$ cat src/rtl/assert_macros.svh
`ifndef ASSERT_MACROS_SVH
`define ASSERT_MACROS_SVH

// same-cycle implication, checked once reset is released
`define CLC_ASSERT_IMP(lbl, ante, cons, msg) \
	lbl: assert property (@(posedge clk) disable iff (!arst_n) (ante) |-> (cons)) \
		else $error(msg);

// next-cycle implication, checked once reset is released
`define CLC_ASSERT_NXT(lbl, ante, cons, msg) \
	lbl: assert property (@(posedge clk) disable iff (!arst_n) (ante) |=> (cons)) \
		else $error(msg);

`endif

$ cat src/rtl/clc_pkg.sv
package clc_pkg;

	// operating modes
	localparam logic [2:0] MODE_OFF   = 3'd0;
	localparam logic [2:0] MODE_INIT  = 3'd1;
	localparam logic [2:0] MODE_RUN   = 3'd2;
	localparam logic [2:0] MODE_ERR   = 3'd3;
	localparam logic [2:0] MODE_EMERG = 3'd4;

	// what the last stage does with the held fan speed
	localparam logic [1:0] SPD_HOLD = 2'd0;
	localparam logic [1:0] SPD_ZERO = 2'd1;
	localparam logic [1:0] SPD_FULL = 2'd2;
	localparam logic [1:0] SPD_PID  = 2'd3;

	// configuration register indexes
	localparam logic [2:0] REG_PROP_GAIN   = 3'd0;
	localparam logic [2:0] REG_INTEG_GAIN  = 3'd1;
	localparam logic [2:0] REG_DERIV_GAIN  = 3'd2;
	localparam logic [2:0] REG_TARGET_TEMP = 3'd3;
	localparam logic [2:0] REG_FAN_START   = 3'd4;
	localparam logic [2:0] REG_FAN_HYST    = 3'd5;
	localparam logic [2:0] REG_MAX_TEMP    = 3'd6;
	localparam logic [2:0] REG_CRIT_TEMP   = 3'd7;

	// tick limits
	localparam logic [7:0] INIT_TICKS      = 8'd20;
	localparam logic [7:0] LOW_LEVEL_TICKS = 8'd30;
	localparam logic [7:0] OVER_TEMP_TICKS = 8'd100;

	localparam logic signed [14:0] INTEG_LIMIT = 15'sd5000;

	localparam logic [6:0] SPEED_MAX = 7'd100;
	// 101 * 25600: smallest raw sum that saturates the speed
	localparam logic signed [39:0] SUM_CAP = 40'sd2585600;
	// ceil(2^19 / 100), exact for quotients up to 100
	localparam logic [12:0] RECIP_100 = 13'd5243;

	typedef struct packed {
		logic        [15:0] prop_gain;
		logic        [15:0] integ_gain;
		logic        [15:0] deriv_gain;
		logic signed [11:0] target_temp;
		logic signed [11:0] fan_on_temp;
		logic        [8:0]  fan_band;
		logic signed [11:0] max_temp;
		logic signed [11:0] critical_temp;
	} cfg_t;

	typedef struct packed {
		logic       pump;
		logic       fan;
		logic [2:0] mode;
		logic [1:0] spd_op;
	} ctl_t;

	typedef struct packed {
		logic signed [16:0] err10;
		logic signed [13:0] acc;
		logic signed [20:0] derr100;
	} pid_in_t;

	function automatic logic [7:0] sat_inc(logic [7:0] c);
		return (c == 8'hFF) ? c : c + 8'd1;
	endfunction

endpackage

$ cat src/rtl/clc_mode_fsm.sv
module clc_mode_fsm (
	input  logic                   clk,
	input  logic                   arst_n,
	input  logic                   step,
	input  logic signed [11:0]     temperature,
	input  logic                   level_ok,
	input  logic                   ignition_on,
	input  clc_pkg::cfg_t          cfg,
	output clc_pkg::ctl_t          ctl,
	output clc_pkg::pid_in_t       pid_in
);
	import clc_pkg::*;

	logic [2:0]         mode_q, mode_n;
	logic               pump_q, pump_n;
	logic               fan_q, fan_n;
	logic signed [13:0] integ_q, integ_n;
	logic signed [12:0] prev_q, prev_n;
	logic [7:0]         pump_ticks_q, pump_ticks_n;
	logic               low_armed_q, low_armed_n;
	logic [7:0]         low_ticks_q, low_ticks_n, low_t;
	logic               hot_armed_q, hot_armed_n;
	logic [7:0]         hot_ticks_q, hot_ticks_n, hot_t;
	logic [1:0]         spd_op;
	logic               safe;

	logic signed [12:0] err;
	logic signed [14:0] acc_raw;
	logic signed [13:0] acc_clamp;
	logic signed [13:0] derr;
	logic signed [12:0] fan_off_lim;
	logic signed [12:0] temp13;

	assign temp13      = 13'(temperature);
	assign err         = temp13 - 13'(cfg.target_temp);
	assign acc_raw     = 15'(integ_q) + 15'(err);
	assign derr        = 14'(err) - 14'(prev_q);
	assign fan_off_lim = 13'(cfg.fan_on_temp) - $signed({4'b0000, cfg.fan_band});

	always_comb begin
		if (acc_raw > INTEG_LIMIT) begin
			acc_clamp = 14'(INTEG_LIMIT);
		end else if (acc_raw < -INTEG_LIMIT) begin
			acc_clamp = 14'(-INTEG_LIMIT);
		end else begin
			acc_clamp = acc_raw[13:0];
		end
	end

	// armed timers advance every tick, whatever the mode
	assign low_t = low_armed_q ? sat_inc(low_ticks_q) : low_ticks_q;
	assign hot_t = hot_armed_q ? sat_inc(hot_ticks_q) : hot_ticks_q;

	always_comb begin
		mode_n       = mode_q;
		pump_n       = pump_q;
		fan_n        = fan_q;
		integ_n      = integ_q;
		prev_n       = prev_q;
		pump_ticks_n = pump_ticks_q;
		low_armed_n  = low_armed_q;
		low_ticks_n  = low_t;
		hot_armed_n  = hot_armed_q;
		hot_ticks_n  = hot_t;
		spd_op       = SPD_HOLD;
		safe         = 1'b1;
		unique case (mode_q)
			MODE_INIT: begin
				if (!level_ok) begin
					mode_n = MODE_ERR;
				end else begin
					if (!pump_q) begin
						pump_n       = 1'b1;
						pump_ticks_n = 8'd0;
					end else begin
						pump_ticks_n = sat_inc(pump_ticks_q);
					end
					if (pump_ticks_n > INIT_TICKS) begin
						mode_n = MODE_RUN;
					end
				end
			end
			MODE_RUN: begin
				if (!ignition_on) begin
					mode_n = MODE_OFF;
				end else begin
					if (!level_ok) begin
						if (!low_armed_q) begin
							low_armed_n = 1'b1;
							low_ticks_n = 8'd0;
						end else if (low_t > LOW_LEVEL_TICKS) begin
							mode_n = MODE_ERR;
							safe   = 1'b0;
						end
					end else begin
						low_armed_n = 1'b0;
					end
					if (safe) begin
						if (temperature > cfg.critical_temp) begin
							mode_n = MODE_EMERG;
							safe   = 1'b0;
						end else if (temperature > cfg.max_temp) begin
							if (!hot_armed_q) begin
								hot_armed_n = 1'b1;
								hot_ticks_n = 8'd0;
							end else if (hot_t > OVER_TEMP_TICKS) begin
								mode_n = MODE_ERR;
								safe   = 1'b0;
							end
						end else begin
							hot_armed_n = 1'b0;
						end
					end
					if (safe) begin
						pump_n = 1'b1;
						if (temperature > cfg.fan_on_temp) begin
							fan_n   = 1'b1;
							spd_op  = SPD_PID;
							integ_n = acc_clamp;
							prev_n  = err;
						end else if (temp13 < fan_off_lim) begin
							fan_n   = 1'b0;
							spd_op  = SPD_ZERO;
							integ_n = '0;
							prev_n  = '0;
						end
					end
				end
			end
			MODE_ERR: begin
				pump_n = 1'b0;
				fan_n  = 1'b0;
				spd_op = SPD_ZERO;
				if (level_ok && temperature < cfg.max_temp) begin
					mode_n = ignition_on ? MODE_INIT : MODE_OFF;
				end
			end
			MODE_EMERG: begin
				pump_n = 1'b0;
				fan_n  = 1'b1;
				spd_op = SPD_FULL;
				if (temperature < cfg.max_temp) begin
					mode_n = MODE_ERR;
				end
			end
			default: begin
				// off, and any code that cannot arise
				pump_n = 1'b0;
				fan_n  = 1'b0;
				spd_op = SPD_ZERO;
				mode_n = ignition_on ? MODE_INIT : MODE_OFF;
			end
		endcase
	end

	always_ff @(posedge clk or negedge arst_n) begin
		if (!arst_n) begin
			mode_q       <= MODE_OFF;
			pump_q       <= 1'b0;
			fan_q        <= 1'b0;
			integ_q      <= '0;
			prev_q       <= '0;
			pump_ticks_q <= '0;
			low_armed_q  <= 1'b0;
			low_ticks_q  <= '0;
			hot_armed_q  <= 1'b0;
			hot_ticks_q  <= '0;
		end else if (step) begin
			mode_q       <= mode_n;
			pump_q       <= pump_n;
			fan_q        <= fan_n;
			integ_q      <= integ_n;
			prev_q       <= prev_n;
			pump_ticks_q <= pump_ticks_n;
			low_armed_q  <= low_armed_n;
			low_ticks_q  <= low_ticks_n;
			hot_armed_q  <= hot_armed_n;
			hot_ticks_q  <= hot_ticks_n;
		end
	end

	assign ctl.pump   = pump_n;
	assign ctl.fan    = fan_n;
	assign ctl.mode   = mode_n;
	assign ctl.spd_op = spd_op;

	assign pid_in.err10   = 17'(err) * 17'sd10;
	assign pid_in.acc     = acc_clamp;
	assign pid_in.derr100 = 21'(derr) * 21'sd100;

endmodule

$ cat src/rtl/clc_pid_dp.sv
module clc_pid_dp (
	input  logic             clk,
	input  logic             ld_s3,
	input  logic             ld_s4,
	input  clc_pkg::cfg_t    cfg,
	input  clc_pkg::pid_in_t pid_in,
	output logic [6:0]       pid_speed
);
	import clc_pkg::*;

	logic signed [16:0] kp, ki, kd;
	logic signed [33:0] prod_p_s3;
	logic signed [30:0] prod_i_s3;
	logic signed [37:0] prod_d_s3;
	logic signed [39:0] sum_s4;
	logic [13:0]        coarse;
	logic [26:0]        quot_prod;
	logic               positive, capped;

	assign kp = $signed({1'b0, cfg.prop_gain});
	assign ki = $signed({1'b0, cfg.integ_gain});
	assign kd = $signed({1'b0, cfg.deriv_gain});

	always_ff @(posedge clk) begin
		if (ld_s3) begin
			prod_p_s3 <= kp * pid_in.err10;
			prod_i_s3 <= ki * pid_in.acc;
			prod_d_s3 <= kd * pid_in.derr100;
		end
		if (ld_s4) begin
			sum_s4 <= 40'(prod_p_s3) + 40'(prod_i_s3) + 40'(prod_d_s3);
		end
	end

	// divide by 25600: drop 8 bits, then divide by 100 via reciprocal
	assign positive  = sum_s4 > 40'sd0;
	assign capped    = sum_s4 >= SUM_CAP;
	assign coarse    = sum_s4[21:8];
	assign quot_prod = 27'(coarse) * 27'(RECIP_100);

	always_comb begin
		if (!positive) begin
			pid_speed = 7'd0;
		end else if (capped) begin
			pid_speed = SPEED_MAX;
		end else begin
			pid_speed = quot_prod[25:19];
		end
	end

endmodule

$ cat src/rtl/coolant_loop_controller.sv
// channel  direction  handshake              payload
// in       input      in_valid / in_ready    temperature, level_ok, ignition_on
// out      output     out_valid / out_ready  pump_on, fan_on, fan_speed, mode
// cfg      input      cfg_we                 cfg_index, cfg_data
//
// one word per clock sustained while out_ready stays high; an accepted word passes
// the input reg, mode stage, gain products, sum and result registers to the output
// the mode machine and pid state update as a word leaves the input register,
// so the stage one loop sets the rate of one word per cycle
// each stage stalls only when the stage after it is full and held
// arst_n clears the mode machine, timers, pid state, held speed, valid bits
// and loads the default gains and temperature limits

`include "assert_macros.svh"

module coolant_loop_controller (
	input  logic              clk,
	input  logic              arst_n,
	// input words
	input  logic              in_valid,
	output logic              in_ready,
	input  logic signed [11:0] temperature,
	input  logic              level_ok,
	input  logic              ignition_on,
	// result words
	output logic              out_valid,
	input  logic              out_ready,
	output logic              pump_on,
	output logic              fan_on,
	output logic [6:0]        fan_speed,
	output logic [2:0]        mode,
	// configuration writes
	input  logic              cfg_we,
	input  logic [2:0]        cfg_index,
	input  logic [15:0]       cfg_data
);
	import clc_pkg::*;

	// configuration registers
	cfg_t cfg_q;

	always_ff @(posedge clk or negedge arst_n) begin
		if (!arst_n) begin
			cfg_q.prop_gain     <= 16'd640;
			cfg_q.integ_gain    <= 16'd128;
			cfg_q.deriv_gain    <= 16'd26;
			cfg_q.target_temp   <= 12'sd650;
			cfg_q.fan_on_temp   <= 12'sd600;
			cfg_q.fan_band      <= 9'd50;
			cfg_q.max_temp      <= 12'sd750;
			cfg_q.critical_temp <= 12'sd850;
		end else if (cfg_we) begin
			unique case (cfg_index)
				REG_PROP_GAIN:   cfg_q.prop_gain     <= cfg_data;
				REG_INTEG_GAIN:  cfg_q.integ_gain    <= cfg_data;
				REG_DERIV_GAIN:  cfg_q.deriv_gain    <= cfg_data;
				REG_TARGET_TEMP: cfg_q.target_temp   <= $signed(cfg_data[11:0]);
				REG_FAN_START:   cfg_q.fan_on_temp   <= $signed(cfg_data[11:0]);
				REG_FAN_HYST:    cfg_q.fan_band      <= cfg_data[8:0];
				REG_MAX_TEMP:    cfg_q.max_temp      <= $signed(cfg_data[11:0]);
				REG_CRIT_TEMP:   cfg_q.critical_temp <= $signed(cfg_data[11:0]);
				default: ;
			endcase
		end
	end

	// pipeline valid bits and stage moves
	logic v_s1, v_s2, v_s3, v_s4, v_s5;
	logic mv_1, mv_2, mv_3, mv_4;
	logic rdy_2, rdy_3, rdy_4, rdy_5;

	// a stage can take a word when empty or when its word moves on
	assign rdy_5    = !v_s5 || out_ready;
	assign mv_4     = v_s4 && rdy_5;
	assign rdy_4    = !v_s4 || mv_4;
	assign mv_3     = v_s3 && rdy_4;
	assign rdy_3    = !v_s3 || mv_3;
	assign mv_2     = v_s2 && rdy_3;
	assign rdy_2    = !v_s2 || mv_2;
	assign mv_1     = v_s1 && rdy_2;
	assign in_ready = !v_s1 || mv_1;

	always_ff @(posedge clk or negedge arst_n) begin
		if (!arst_n) begin
			v_s1 <= 1'b0;
			v_s2 <= 1'b0;
			v_s3 <= 1'b0;
			v_s4 <= 1'b0;
			v_s5 <= 1'b0;
		end else begin
			if (in_valid && in_ready) v_s1 <= 1'b1;
			else if (mv_1)            v_s1 <= 1'b0;
			if (mv_1)      v_s2 <= 1'b1;
			else if (mv_2) v_s2 <= 1'b0;
			if (mv_2)      v_s3 <= 1'b1;
			else if (mv_3) v_s3 <= 1'b0;
			if (mv_3)      v_s4 <= 1'b1;
			else if (mv_4) v_s4 <= 1'b0;
			if (mv_4)           v_s5 <= 1'b1;
			else if (out_ready) v_s5 <= 1'b0;
		end
	end

	// stage 1: input register
	logic signed [11:0] temp_s1;
	logic               level_s1, ign_s1;

	always_ff @(posedge clk) begin
		if (in_valid && in_ready) begin
			temp_s1  <= temperature;
			level_s1 <= level_ok;
			ign_s1   <= ignition_on;
		end
	end

	// stage 2: mode machine, timers and pid state step as the word leaves s1
	ctl_t    ctl_nxt, ctl_s2, ctl_s3, ctl_s4;
	pid_in_t pid_nxt, pid_s2;

	clc_mode_fsm u_fsm (
		.clk         (clk),
		.arst_n      (arst_n),
		.step        (mv_1),
		.temperature (temp_s1),
		.level_ok    (level_s1),
		.ignition_on (ign_s1),
		.cfg         (cfg_q),
		.ctl         (ctl_nxt),
		.pid_in      (pid_nxt)
	);

	always_ff @(posedge clk) begin
		if (mv_1) begin
			ctl_s2 <= ctl_nxt;
			pid_s2 <= pid_nxt;
		end
		// control rides alongside the pid products and sum
		if (mv_2) ctl_s3 <= ctl_s2;
		if (mv_3) ctl_s4 <= ctl_s3;
	end

	// stages 3 and 4: gain products, then the weighted sum and scaling
	logic [6:0] pid_speed;

	clc_pid_dp u_pid (
		.clk       (clk),
		.ld_s3     (mv_2),
		.ld_s4     (mv_3),
		.cfg       (cfg_q),
		.pid_in    (pid_s2),
		.pid_speed (pid_speed)
	);

	// stage 5: result register; fan_speed_s5 doubles as the held fan speed
	logic       pump_s5, fan_s5;
	logic [6:0] fan_speed_s5;
	logic [2:0] mode_s5;

	always_ff @(posedge clk) begin
		if (mv_4) begin
			pump_s5 <= ctl_s4.pump;
			fan_s5  <= ctl_s4.fan;
			mode_s5 <= ctl_s4.mode;
		end
	end

	always_ff @(posedge clk or negedge arst_n) begin
		if (!arst_n) begin
			fan_speed_s5 <= 7'd0;
		end else if (mv_4) begin
			unique case (ctl_s4.spd_op)
				SPD_ZERO: fan_speed_s5 <= 7'd0;
				SPD_FULL: fan_speed_s5 <= SPEED_MAX;
				SPD_PID:  fan_speed_s5 <= pid_speed;
				default:  fan_speed_s5 <= fan_speed_s5;
			endcase
		end
	end

	assign out_valid = v_s5;
	assign pump_on   = pump_s5;
	assign fan_on    = fan_s5;
	assign fan_speed = fan_speed_s5;
	assign mode      = mode_s5;

	// checks
	`CLC_ASSERT_IMP(a_speed_cap, out_valid, fan_speed <= SPEED_MAX,
		"fan speed above 100 percent")
	`CLC_ASSERT_IMP(a_fan_off_still, out_valid && !fan_on, fan_speed == 7'd0,
		"fan off with nonzero speed")
	`CLC_ASSERT_IMP(a_mode_legal, out_valid, mode <= MODE_EMERG,
		"result mode code out of range")
	`CLC_ASSERT_NXT(a_in_capture, in_valid && in_ready, v_s1,
		"accepted word not held in input stage")

endmodule

$ cat config.mk
export PLATFORM = sky130hd
export DESIGN_NAME = coolant_loop_controller
export DESIGN_NICKNAME = d
export VERILOG_FILES = /design/src/rtl/clc_pkg.sv /design/src/rtl/clc_mode_fsm.sv /design/src/rtl/clc_pid_dp.sv /design/src/rtl/coolant_loop_controller.sv
export VERILOG_INCLUDE_DIRS = /design/src /design/src/rtl
export SDC_FILE = /design/constraint.sdc
export NUM_CORES = 2
export LEC_CHECK = 0
export CORE_AREA = 2 2 306 308
export CTS_CLUSTER_DIAMETER = 30
export DETAILED_ROUTE_END_ITERATION = 8
export DIE_AREA = 0 0 308 310
export DONT_BUFFER_PORTS = 1
export MAX_ROUTING_LAYER = met4
export PLACE_DENSITY = 0.79
export SETUP_SLACK_MARGIN = 0.5
export SKIP_LAST_GASP = 1
export SYNTH_ARGS = -nofsm -noshare
export SYNTH_HDL_FRONTEND = slang
export SYNTH_HIERARCHICAL = 1
export SYNTH_SLANG_ARGS = --single-unit
$ cat constraint.sdc
create_clock -name clk -period 6.7 [get_ports clk]
set_input_delay 1.005 -clock clk [delete_from_list [all_inputs] [get_ports clk]]
set_output_delay 1.005 -clock clk [all_outputs]
set_load 0.01 [all_outputs]
== Word-level counts from Yosys, hierarchy flattened ==
Index checks and enable logic that the tools add are counted.
Storage, ports and cells
  register bits: 404
  input bits: 38
  output and inout port bits: 14
Cells by class
  add/subtract/negate cells: 9
  multiply operators: 6
  order comparisons: 12
  equal/unequal tests: 17
  mux-type cells: 80
  bitwise operators: 1
  reductions and logical operators: 37
Operator list (count)
  $mux 8: 18
  $mux 14: 4
  $ge 40x23->1 const B: 1
  $gt 40x1->1 const B: 1
  $add 35x38->39: 1
  $mux 3: 13
  $gt 12x12->1: 3
  $mul 17x19->36: 1
  $add 34x31->35: 1
  $mul 17x16->33: 1
  $mux 1: 33
  $mul 17x14->31: 1
  $mul 14x13->26 const B: 1
  $mux 13: 2
  $add 8x1->8 const B: 3
  $eq 8x8->1 const B: 3
  $pmux 7 s3: 1
  $mul 14x6->19 const B: 1
  $reduce_and 2->1: 9
  $gt 8x5->1 const B: 2
  $mul 13x4->16 const B: 1
  $add 14x13->15: 1
  $eq 3x3->1 const B: 5
  $gt 15x14->1 const B: 1
  other kinds (26): 54

== Depth between registers and ports, before layout ==
  word-level depth: 15
  gate-level depth with buffers: 29
  mapped depth without buffers: 29

== Cells and area by module ==
The synthesis kept the hierarchy.
Modules (own cells, without submodules)
  clc_pid_dp: instances 1, cells an instance 4156, area each 39840.7 sq um
  clc_mode_fsm: instances 1, cells an instance 1083, area each 8702.1 sq um
  coolant_loop_controller: instances 1, cells an instance 365, area each 7283.2 sq um

== Worst setup path after synthesis ==
Ideal clock, no wire load.
  path type: input-to-reg
  start point: input out_ready
  end point: register ctl_s3[0] in the netlist's numbering (enable)
  setup time: 0.593 ns
  arrival: 6.099 ns
  required time: 6.107 ns
  setup slack: 0.008 ns
  cell stages on the path: 2
  cell sequence: and4b_1 > nor2b_1
On the way
  cells in the longest elaborated chain, start to end: 6
Ends and longest elaborated chain
  start: declaration: line coolant_loop_controller.sv:27  | input logic out_ready,
  $logic_or 1x1->1: line coolant_loop_controller.sv:73  | assign rdy_5 = !v_s5 || out_ready;
  $logic_and 1x1->1: line coolant_loop_controller.sv:74  | assign mv_4 = v_s4 && rdy_5;
  $logic_or 1x1->1: line coolant_loop_controller.sv:75  | assign rdy_4 = !v_s4 || mv_4;
  $logic_and 1x1->1: line coolant_loop_controller.sv:76  | assign mv_3 = v_s3 && rdy_4;
  $logic_or 1x1->1: line coolant_loop_controller.sv:77  | assign rdy_3 = !v_s3 || mv_3;
  $logic_and 1x1->1: line coolant_loop_controller.sv:78  | assign mv_2 = v_s2 && rdy_3;
  named net mv_2: line coolant_loop_controller.sv:69  | logic mv_1, mv_2, mv_3, mv_4;
  end signal: assignment: line coolant_loop_controller.sv:138  | if (mv_2) ctl_s3 <= ctl_s2;
  end: declaration: line coolant_loop_controller.sv:117  | ctl_t ctl_nxt, ctl_s2, ctl_s3, ctl_s4;
The timed path passes the listed nets, and every way through them passes these cells.
A chain may end at the register's enable or synchronous reset.

== Worst setup path after layout ==
  start point: register pid_s2[7] in the netlist's numbering
  end point: register u_pid.prod_d_s3[37], data pin
On the way
  cells in the longest elaborated chain, start to end: 1
Ends and longest elaborated chain
  start: declaration: line coolant_loop_controller.sv:118  | pid_in_t pid_nxt, pid_s2;
  start signal: assignment: line coolant_loop_controller.sv:135  | pid_s2 <= pid_nxt;
  $mul 17x19->36: line clc_pid_dp.sv:28  | prod_d_s3 <= kd * pid_in.derr100;
  end signal: assignment: line clc_pid_dp.sv:28
  end: declaration: line clc_pid_dp.sv:14  | logic signed [37:0] prod_d_s3;
Every way passes these cells.

==> impl_metrics.yaml <==
placement:
  gp_congestion: 0.963
  placed_cell_area_sq_um: 57700
  hpwl_mm: 110
  io_buffers: 0
yosys:
  synth_edf_count: 234
  syn_area_sq_um: 55800
  yosysTopAreaCellShare: 0.296
  ys_top_cells_by_area: "fa_1, ha_1, edfxtp_1, inv_1, dfrtp_1"
  yosys_warnings: 6
  syn_area_per_cell_sq_um: 9.96
  syn_inst: 5604
  yosysSeqAreaShare: 0.205
  async_flop_share: 0.428
  synth-seq-cells: 409
  synth_ff_type: "edfxtp_1"
  synth.distinct_cells: 109
  synth_top_cell_by_area: "fa_1"
clock_network:
  cts_tree: "done"
  clk_pin_slew_ns: 0.06
  cts-root-buf: "clkbuf_16"
  cts_buffers: 93
  cts_num_sinks: 409
  cts_buffer_depth: 3
  insertion_delay_ns: 0.69
  htree_levels: 3
run_status:
  status: "complete, but fails checks"
  violations: "design-rule violations"
grt:
  grt-ovfl-total: 0
  grt_pass1_vias: 44500
  grt_usage: 0.328
  grt_antenna_before_repair: 12
  grt_max_degree: 153
  grt_pass1_wl_mm: 236
critical_path:
  r2r-start: "pid_s2[7]"
  cp_max_fo: 4
  start_kind: "register"
  startpoint: "pid_s2[7]"
  critPathCaptureType: "register"
  crit_type: "reg2reg"
  crit_arrival_ns: 6.86
  required_ns: 7.11
job:
  cap_violations: 0
sta:
  rsz0062_at_grt: "true"
  fin_crit_sh: 0.963
  fin_setup_tns_ns: 0
  worst_pin_slew_ns: 1.19
  max_freq_mhz: 155
  drv_slew: 0
  max-slew-margin-rel: 0.205
  finClkSkew_ns: 0.0662
  setup_viol: 0
  hold_viol_final: 0
  fin_crit_ns: 6.45
final_layout:
  final_cell_mix: "inv_1, fa_1, ha_1, nand2_1, and2_1"
  layout-drive-gt1-share: 0.168
  final_common_cell: "inv_1"
  fin_area_sq_um: 64600
  syn2layout_area_growth_pct: 15.7
  regArea_sq_um: 11500
  nets: 7404
  multi_input_area_sq_um: 40900
  nFillCells: 6195
die:
  ioPinCount: 52
  dieHeight_um: 310
  die_w_um: 308
  die_area_sq_um: 95500
  num_rows: 112
  initial_core_util: 0.604
  core_area_sq_um: 92500
route:
  wirelength_mm: 153
  first_iter_violations: 3794
  post_drt_wl_per_cell_um: 21.4
  ant_nets: 0
  first_pass_iters: 9
  dr_total_vias: 42400
  avgViaCountPerCell: 5.90
  drc_errors: 2
worst_hold_path:
  hold_path.class: "in2async"
[worst max-delay path, cell delays in order, from the launching register on]
cell	delay, ns
edfxtp_1	0.52
and2_1	0.24
fa_1	0.53
inv_1	0.06
fa_2	0.57
fa_1	0.41
inv_1	0.09
fa_2	0.45
fa_1	0.49
inv_1	0.05
fa_1	0.49
inv_2	0.05
ha_4	0.24
a21o_1	0.22
a211oi_4	0.32
o211ai_1	0.19
buf_4	0.19
a31oi_4	0.22
o21ai_2	0.10
a221o_1	0.35
a21boi_2	0.17
a21oi_1	0.09
xnor2_1	0.14
[cells in the mapped netlist (all sizes together), types with 41 or more instances]
cell    count
a21o       85
a21oi     211
and2      406
clkbuf    144
dfrtp     146
edfxtp    234
fa        826
ha        644
inv      1148
mux2      109
nand2     543
nand2b     41
nand3      70
nor2      139
o21ai     125
xnor2     148
xor2       50
[through the flow]
| stage | utilization | hold slack, ns | std cells | setup slack (ns) |
|---|---|---|---|---|
| finish | 0.698 | 0.0385 | 7184 | 0.251 |
| global route | 0.698 | 0.0203 | 7182 | 0.101 |
| CTS | 0.680 | 0.00159 | 7086 | 0.444 |
| detailed placement | 0.624 | 0.405 | 6774 | 0.0332 |
| global placement | 0.624 | 0.404 | 6774 | 0.151 |
| floorplan | - | 0.400 | 5606 | 0.504 |
[sequential cells by signal, summed over array words and instances, names as in the netlist, 3 cells and up]
signal	cells
u_fsm/low_ticks_q	8
ctl_s3	7
u_pid/prod_i_s3	31
fan_speed	7
mode	3
ctl_s4	7
ctl_s2	7
cfg_q	105
u_pid/sum_s4	39
u_pid/prod_p_s3	34
u_fsm/mode_q	3
u_fsm/pump_ticks_q	8
pid_s2	52
u_fsm/integ_q	14
u_fsm/prev_q	13
u_pid/prod_d_s3	38
u_fsm/hot_ticks_q	8
temp_s1	12
[cell families after synthesis]
| logic type | share of synthesized area |
|---|---|
| adders and majority gates | 0.441 |
| muxes | 0.0227 |
| AOI/OAI and AO/OA | 0.0842 |
| DFF | 0.205 |
| xor gates and xnor gates | 0.0311 |
| and+or+nand+nor | 0.127 |
| other | 0.0000672 |
| buffers and inverters | 0.0895 |
[path summary, 6_finish.rpt]
check                                  endpoint  slack (ns)  cells past startpoint
max                         u_pid/prod_d_s3[37]        0.25                     22
min                        u_fsm/hot_ticks_q[3]        0.04                      0
max reg2reg                 u_pid/prod_d_s3[37]        0.25                     22
min reg2reg                             mode[1]        0.42                      0
max in group asynchronous  u_fsm/low_ticks_q[1]        5.10                      1
min in group clk                        mode[1]        0.42                      0
[area by class of cell]
| cell class | count | share of cell area |
|---|---|---|
| Antenna cell | 11 | 0.000426 |
| Clock buffer | 108 | 0.0371 |
| Clock inverter | 67 | 0.0147 |
| Inverter | 1149 | 0.0669 |
| Multi-Input combinational cell | 3881 | 0.633 |
| Sequential cell | 409 | 0.178 |
| Tap cell | 1197 | 0.0232 |
| Timing Repair Buffer | 362 | 0.0469 |
[metal layers]
layer	share of wire	routed length, um	up-vias	GRT usage
li1	-	-	18500	-
met1	0.38	58200	21100	0.389
met2	0.49	74500	2060	0.542
met3	0.075	11500	640	0.0562
met4	0.060	9230	0	0.163
met5	0	0	-	-
[what timing repair did]
action                                 CTS  global route
buffers inserted                       135            86
gates cloned                             0             1
hold buffers                             2             0
pin swaps                              123           140
setup endpoints to repair               40            45
endpoints found under the hold margin   21             0
gates resized for setup                167           236
Power is not shown: default switching activity piles up to over one toggle a cycle in this logic, so the estimate is an artifact.
